[src/hw/rtl/lfu_replacement_table_assert.svh]
// Assertion macros for the LFU replacement table, compiled out when ASSERT_OFF is set.
`ifndef LFU_REPLACEMENT_TABLE_ASSERT_SVH
`define LFU_REPLACEMENT_TABLE_ASSERT_SVH

`ifndef ASSERT_OFF

// Checks a condition at every clock edge outside reset.
`define LFU_ASSERT_ALWAYS(lbl, expr, msg) \
  lbl: assert property (@(posedge clk) disable iff (rst) (expr)) else $error(msg);

// Checks that a condition at one edge implies another at the next edge.
`define LFU_ASSERT_NEXT(lbl, ante, cons, msg) \
  lbl: assert property (@(posedge clk) disable iff (rst) (ante) |=> (cons)) else $error(msg);

`else

`define LFU_ASSERT_ALWAYS(lbl, expr, msg)

`define LFU_ASSERT_NEXT(lbl, ante, cons, msg)

`endif

`endif

[src/hw/rtl/lfu_pkg.sv]
// Shared constants and types of the LFU replacement table.
`timescale 1ns / 1ps

package lfu_pkg;

  localparam int ENTRIES_DEF  = 5;
  localparam int KEY_BITS_DEF = 16;

  // Field widths of the request and result.
  localparam int REQ_KEY_W = 16;
  localparam int SLOT_W    = 3;
  localparam int COUNT_W   = 16;
  localparam int MISS_W    = 32;

  // Stream widths.
  localparam int IN_TDATA_W  = 16;
  localparam int OUT_TDATA_W = 72;
  localparam int OUT_PAD_W   = OUT_TDATA_W - (SLOT_W + REQ_KEY_W + COUNT_W + MISS_W);
  localparam int OUT_TUSER_W = 2;

  localparam logic [COUNT_W-1:0] COUNT_MAX = '1;
  localparam logic [MISS_W-1:0]  MISS_MAX  = '1;

  // Replacement choice: the slot to fill and whether it already holds a key.
  typedef struct packed {
    logic              filled;
    logic [SLOT_W-1:0] slot;
  } victim_t;

endpackage

[src/hw/rtl/lfu_victim_sel.sv]
// Least-frequently-used victim search over all slots.
`timescale 1ns / 1ps

module lfu_victim_sel #(
  parameter int ENTRIES = lfu_pkg::ENTRIES_DEF
) (
  input  logic [ENTRIES-1:0]                        slot_valid,
  input  logic [ENTRIES-1:0][lfu_pkg::COUNT_W-1:0]  slot_counts,
  output lfu_pkg::victim_t                          victim
);
  import lfu_pkg::*;

  logic [COUNT_W:0] rank [ENTRIES];
  logic [COUNT_W:0] best_rank;
  logic [SLOT_W-1:0] best_slot;
  logic             best_filled;

  // Empty slots rank zero, filled slots rank one above their use count.
  always_comb begin
    for (int i = 0; i < ENTRIES; i++) begin
      rank[i] = slot_valid[i] ? ({1'b0, slot_counts[i]} + 1'b1) : '0;
    end
  end

  // Linear minimum search; a strict compare keeps the lowest index on ties.
  always_comb begin
    best_rank   = rank[0];
    best_slot   = '0;
    best_filled = slot_valid[0];
    for (int i = 1; i < ENTRIES; i++) begin
      if (rank[i] < best_rank) begin
        best_rank   = rank[i];
        best_slot   = SLOT_W'(i);
        best_filled = slot_valid[i];
      end
    end
  end

  assign victim.filled = best_filled;
  assign victim.slot   = best_slot;

endmodule

[src/hw/rtl/lfu_replacement_table.sv]
// Top level of the LFU replacement table: key match, replacement and result register.
//
//  Channel  Direction  Signals                      Contents
//  s        in         s_tvalid s_tready s_tdata    one key request
//  m        out        m_tvalid m_tready m_tdata    one lookup result per request
//                      m_tuser
//
// One request per cycle sustained while m_tready stays high; a request moves from
// the input register into the result register once the result register frees.
// The slot match and the minimum-count search are both done combinationally on
// that move, so a request sees the table as left by the request just before it.
// rst is synchronous: it empties every slot and clears the miss counter.
// A stalled result holds the result register; the input register drains into
// it as soon as it frees, so a request is taken in the same cycle the result leaves.
`timescale 1ns / 1ps
`include "lfu_replacement_table_assert.svh"

module lfu_replacement_table #(
  parameter int ENTRIES  = lfu_pkg::ENTRIES_DEF,
  parameter int KEY_BITS = lfu_pkg::KEY_BITS_DEF
) (
  input  logic                              clk,
  input  logic                              rst,
  input  logic                              s_tvalid,
  output logic                              s_tready,
  input  logic [lfu_pkg::IN_TDATA_W-1:0]    s_tdata,   // [15:0] request_key
  output logic                              m_tvalid,
  input  logic                              m_tready,
  // [2:0] slot_index, [18:3] evicted_key, [34:19] slot_use_count,
  // [66:35] miss_total, [71:67] zero
  output logic [lfu_pkg::OUT_TDATA_W-1:0]   m_tdata,
  output logic [lfu_pkg::OUT_TUSER_W-1:0]   m_tuser    // [0] hit, [1] evicted_valid
);
  import lfu_pkg::*;

  // Input register.
  logic                in_valid;
  logic [KEY_BITS-1:0] in_key;

  // Table state.
  logic [KEY_BITS-1:0]              slot_keys [ENTRIES];
  logic [ENTRIES-1:0]               slot_valid;
  logic [ENTRIES-1:0][COUNT_W-1:0]  slot_counts;
  logic [MISS_W-1:0]                miss_counter;

  // Result register.
  logic                 out_valid;
  logic                 out_hit;
  logic [SLOT_W-1:0]    out_slot;
  logic                 out_ev_valid;
  logic [REQ_KEY_W-1:0] out_ev_key;
  logic [COUNT_W-1:0]   out_count;
  logic [MISS_W-1:0]    out_miss;

  // Datapath signals.
  logic                          advance;
  logic                          do_step;
  logic [KEY_BITS+REQ_KEY_W-1:0] key_ext;
  logic [ENTRIES-1:0]            hit_oh;
  logic                          hit_any;
  logic [SLOT_W-1:0]             hit_slot;
  logic [COUNT_W-1:0]            hit_count;
  logic [COUNT_W-1:0]            hit_count_next;
  victim_t                       victim;
  logic [ENTRIES-1:0]            vic_oh;
  logic [KEY_BITS-1:0]           vic_key;
  logic [KEY_BITS+REQ_KEY_W-1:0] ev_ext;
  logic [MISS_W-1:0]             miss_next;

  // Handshake: the result register frees when empty or taken.
  assign advance  = !out_valid || m_tready;
  assign s_tready = !in_valid || advance;
  assign do_step  = in_valid && advance;

  // Only the low KEY_BITS bits of the request take part.
  assign key_ext = {{KEY_BITS{1'b0}}, s_tdata[REQ_KEY_W-1:0]};

  // First valid slot holding the key.
  always_comb begin
    hit_oh    = '0;
    hit_any   = 1'b0;
    hit_slot  = '0;
    hit_count = '0;
    for (int i = 0; i < ENTRIES; i++) begin
      if (!hit_any && slot_valid[i] && (slot_keys[i] == in_key)) begin
        hit_any   = 1'b1;
        hit_oh[i] = 1'b1;
        hit_slot  = SLOT_W'(i);
        hit_count = slot_counts[i];
      end
    end
  end

  assign hit_count_next = (hit_count == COUNT_MAX) ? hit_count : hit_count + 1'b1;

  lfu_victim_sel #(
    .ENTRIES (ENTRIES)
  ) u_victim_sel (
    .slot_valid  (slot_valid),
    .slot_counts (slot_counts),
    .victim      (victim)
  );

  // Decode the victim and pick out the key it holds.
  always_comb begin
    vic_oh  = '0;
    vic_key = '0;
    for (int i = 0; i < ENTRIES; i++) begin
      if (victim.slot == SLOT_W'(i)) begin
        vic_oh[i] = 1'b1;
        vic_key   = slot_keys[i];
      end
    end
  end

  assign ev_ext = {{REQ_KEY_W{1'b0}}, (victim.filled ? vic_key : {KEY_BITS{1'b0}})};

  // The miss counter saturates at its maximum.
  assign miss_next = (miss_counter == MISS_MAX) ? miss_counter : miss_counter + 1'b1;

  // Control state.
  always_ff @(posedge clk) begin
    if (rst) begin
      in_valid     <= 1'b0;
      out_valid    <= 1'b0;
      slot_valid   <= '0;
      miss_counter <= '0;
    end else begin
      if (s_tready) begin
        in_valid <= s_tvalid;
      end
      if (advance) begin
        out_valid <= in_valid;
      end
      if (do_step && !hit_any) begin
        slot_valid   <= slot_valid | vic_oh;
        miss_counter <= miss_next;
      end
    end
  end

  // Input key capture.
  always_ff @(posedge clk) begin
    if (s_tvalid && s_tready) begin
      in_key <= key_ext[KEY_BITS-1:0];
    end
  end

  // Slot keys and use counts.
  always_ff @(posedge clk) begin
    if (do_step) begin
      for (int i = 0; i < ENTRIES; i++) begin
        if (hit_any && hit_oh[i]) begin
          slot_counts[i] <= hit_count_next;
        end else if (!hit_any && vic_oh[i]) begin
          slot_keys[i]   <= in_key;
          slot_counts[i] <= '0;
        end
      end
    end
  end

  // Result register load.
  always_ff @(posedge clk) begin
    if (do_step) begin
      out_hit      <= hit_any;
      out_slot     <= hit_any ? hit_slot : victim.slot;
      out_ev_valid <= !hit_any && victim.filled;
      out_ev_key   <= hit_any ? '0 : ev_ext[REQ_KEY_W-1:0];
      out_count    <= hit_any ? hit_count_next : '0;
      out_miss     <= hit_any ? miss_counter : miss_next;
    end
  end

  assign m_tvalid = out_valid;
  assign m_tdata  = {{OUT_PAD_W{1'b0}}, out_miss, out_count, out_ev_key, out_slot};
  assign m_tuser  = {out_ev_valid, out_hit};

  // Consistency checks on results and table state.
  `LFU_ASSERT_ALWAYS(a_miss_count_zero, !(out_valid && !out_hit) || (out_count == '0), "miss result with nonzero use count")
  `LFU_ASSERT_ALWAYS(a_hit_no_evict, !(out_valid && out_hit) || !out_ev_valid, "hit result reports an eviction")
  `LFU_ASSERT_ALWAYS(a_slot_range, !out_valid || (32'(out_slot) < ENTRIES), "result slot beyond table")
  `LFU_ASSERT_NEXT(a_miss_monotonic, !rst, miss_counter >= $past(miss_counter), "miss counter decreased")
  `LFU_ASSERT_NEXT(a_valid_sticky, !rst, (slot_valid & $past(slot_valid)) == $past(slot_valid), "filled slot became empty")

endmodule
[config.mk]
export PLATFORM = sky130hd
export DESIGN_NAME = lfu_replacement_table
export DESIGN_NICKNAME = d
export VERILOG_FILES = /design/src/hw/rtl/lfu_pkg.sv /design/src/hw/rtl/lfu_victim_sel.sv /design/src/hw/rtl/lfu_replacement_table.sv
export VERILOG_INCLUDE_DIRS = /design/src /design/src/hw/rtl
export SDC_FILE = /design/constraint.sdc
export NUM_CORES = 1
export LEC_CHECK = 0
export ABC_CLOCK_PERIOD_IN_PS = 18900
export BUFFER_PORTS_ARGS = -buffer_cell sky130_fd_sc_hd__buf_4
export CORE_MARGIN = 4
export CORE_UTILIZATION = 64
export CTS_CLUSTER_DIAMETER = 40
export DETAILED_ROUTE_END_ITERATION = 8
export GPL_TIMING_DRIVEN = 0
export PLACE_DENSITY_LB_ADDON = 0.1
export SYNTH_ARGS = -nofsm -noshare
export SYNTH_HDL_FRONTEND = slang
export SYNTH_HIERARCHICAL = 1
export SYNTH_SLANG_ARGS = --single-unit
[constraint.sdc]
create_clock -name clk -period 18.9 [get_ports clk]
set_input_delay 4.725 -clock clk [delete_from_list [all_inputs] [get_ports clk]]
set_output_delay 4.725 -clock clk [all_outputs]
set_load 0.005 [all_outputs]
==> results.toml <==
[placed_design]
pre_cts_ws_ps = 3761
dpl_cell_area_um2 = 18710
dpl.hpwl_um = 42070
gp_congestion = 1.076
placed_cells = 2163
io_buffers = 89

[cells_and_area]
fillers = 1849
ff_latch_area_um2 = 8138
fin_util_pct = 73.76
synthToLayoutAreaGrowth_pct = 13.32
design_area_um2 = 19880
drive_gt1_share_pct = 14.03
multi_input_area_um2 = 8760
nets = 1948
final-instance-count-excl-fill = 2223
num_antenna_cells = 0

[logic_synthesis]
ys_ff_latch = 284
syn_area_um2 = 17540
synth_edf_count = 245
synth_seq_area_share_pct = 46.39
synthSimpleGateAreaFrac_pct = 19.44
synth_compound_area_share_pct = 11.95
synth_cells = 1723
synth_area_per_cell_um2 = 10.18
ys.flop_type = "edfxtp_1"
synth_cell_type_count = 93
synth_top_family_by_area = "simple AND/OR/NAND/NOR gates"
yosysWarningCount = 6
yosys.area_share.adder_pct = 4.993
synth-xor-area-share_pct = 9.836
synth_mux_area_share_pct = 3.581
synth_area_leaders = "edfxtp_1, xnor2_1, ha_1, dfxtp_1, nor2_1"
synth_top_area_cell = "edfxtp_1"
synth-async-reset-ratio_pct = 0
yosysTopAreaCellShare_pct = 41.94

[sta]
fmax_mhz = 63.72
fin_setup_tns_ps = 0
setup_ws_ps = 3205
maxSlewViolCount = 0
period_needed_ps = 15690
rsz0062_at_grt = "no"
setup_viol_count_final = 0
fin_skew_ps = 30.67
timing_hold_violations_final = 0
timing.final.crit_share_pct = 83.04
holdWs_ps = 537.4
worst_slew_margin_rel_pct = 11.86
worstMarginPinSlew_ps = 1285

[die]
die_h_um = 173.6
die_w_um = 173.6
design.portCount = 96
core.rowCount = 60
initial_utilization_pct = 65.09
die_area_um2 = 30120
core_um2 = 26950

[critical_path]
cpMaxStageDelayCell = "and2_1"
rr_endpoint = "slot_counts[66]"
regToRegStartpoint = "slot_counts[0]"
path_max_fanout = 18
crit_type = "register to register"
rr_worst_depth = 53
worst_ep_required_time_ps = 19020
crit_path_start_kind = "register"
cpPeakStageDelay_ps = 970
rrSetupSlack_ps = 3210
cp-end-kind = "register"
cp.arrival_ps = 15820

[clocking]
path_clk_slew_ps = 60
cts.sinks = 284
clock_latency_ps = 520
cts_setup_buffers = 0
cts_resized = 0
cts_tree = "done"
htreeDepth = 2
cts-hold-fix-buffers = 0
cts_root_buf = "clkbuf_16"
cts_buffers = 34
cts_buffer_depth = 3

[status]
status = "complete, no violations"

[hold_path]
holdCritStartpoint = "miss_counter[3]"
min_path_type = "register to register"
min_path_cells = 2
hold_path_end = "miss_counter[3]"

[drt]
routedWlPerCell_um = 25.80
drt_iter0_markers = 1832
vias_per_cell = 6.753
wirelength_um = 57350
dr_total_vias = 15010
ant_nets = 0
first_pass_iters = 9
drc = 0

[global_routing]
grt.total_usage_pct = 37.30
grt_use_met2_pct = 63.25
use_met3_pct = 5.387
grt_pass1_wl_um = 87310
overflow = 0
grt_max_degree = 73
busiest_layer = "met2"
grt_pass1_vias = 14810
grt_util_met1_pct = 45.57
grt_antenna_before_repair = 0

[power_and_ir_drop]
p_leak_nw = 7.356
power_mw = 3.981
power.density_nw_per_um2 = 200.2
ir_worst_vdd_mv = 0.2320

[job]
cap_violations = 0
power breakdown:
part / internal [mW] / switching, mW
clock: 0.408 / 0.267
sequential: 0.991 / 0.251
combinational: 0.811 / 1.25
Yosys cell counts, drive strengths merged (14+ instances only):
cell and count:
or3 31, dfxtp 39, nand2 134, a22oi 19, ha 70, o21ai 54, nand3 79, mux4 16
nor4 15, and3 29, xor2 85, and2 51, nand4 55, mux2 14, clkbuf 38, inv 54
xnor2 112, edfxtp 245, a21o 20, nor2 208, a21oi 86, nor3 34, buf 48
registers in the layout, indices dropped and copies added (netlist names):
signal / count
slot_counts: 80
slot_keys: 80
miss_counter: 32
out_miss: 32
in_key: 16
out_count: 16
out_ev_key: 16
slot_valid: 5
out_slot: 3
in_valid: 1
m_tvalid: 1
out_ev_valid: 1
out_hit: 1
layer usage:
metal  part of all wire, %  vias to the layer above
met2                    48                     1049
met4                   7.0                        0
li1                      -                     6599
met3                   8.8                      244
met1                    36                     7120
met5                     0                        -
worst max path at each step:
| stage | start | endpoint | slack, ps | cells after the start |
|---|---|---|---|---|
| final | slot_counts[0] | slot_counts[66] | 3210 | 53 |
| after floorplan | slot_counts[19] | slot_counts[0] | 6550 | 50 |
| after detailed placement | slot_counts[0] | slot_counts[66] | 3760 | 53 |
| after CTS | slot_counts[0] | slot_counts[66] | 3690 | 53 |
| after global routing | slot_counts[0] | slot_counts[77] | 2560 | 53 |
| after global placement | slot_counts[0] | slot_counts[11] | 1990 | 53 |
final cells by class:
class	count	area share, %
clock inverters	21	1.529
multi-input cells	1302	44.06
repair buffers	95	3.588
clock buffers	39	4.374
inverters	55	1.051
well taps	341	2.146
plain buffers	86	2.310
flip-flops and latches	284	40.94
kinds of logic (layout without fill, tap and decap cells):
logic type | count (synthesis) | count (layout)
AO/OA/AOI/OAI | 305 | 305
XOR/XNOR | 197 | 197
adder cells (fa/ha/maj) | 70 | 70
buffers and inverters | 141 | 296
flip-flops | 284 | 284
multiplexers | 41 | 41
other | 1 | 5
AND/OR/NAND/NOR | 684 | 684
placed cells by master (no fill, tap or decap), drive strengths merged, types with 51 or more instances in the layout:
cell type    n
nand3       79
nand4       55
a21oi       86
xnor2      112
edfxtp     245
buf        143
nand2      134
ha          70
and2        51
nor2       208
o21ai       54
inv         58
xor2        85
clkbuf      77
worst max-delay path: cells and delay by family, from the launching register on:
family / cells / cell delay, ps
compound gates: 21 / 5730
simple gates: 19 / 4890
buf+inv: 6 / 2090
fa+ha+maj: 5 / 1520
flops: 1 / 510
mux: 1 / 390
xor+xnor: 1 / 140
No activity file was read; power rests on OpenSTA's default activity.
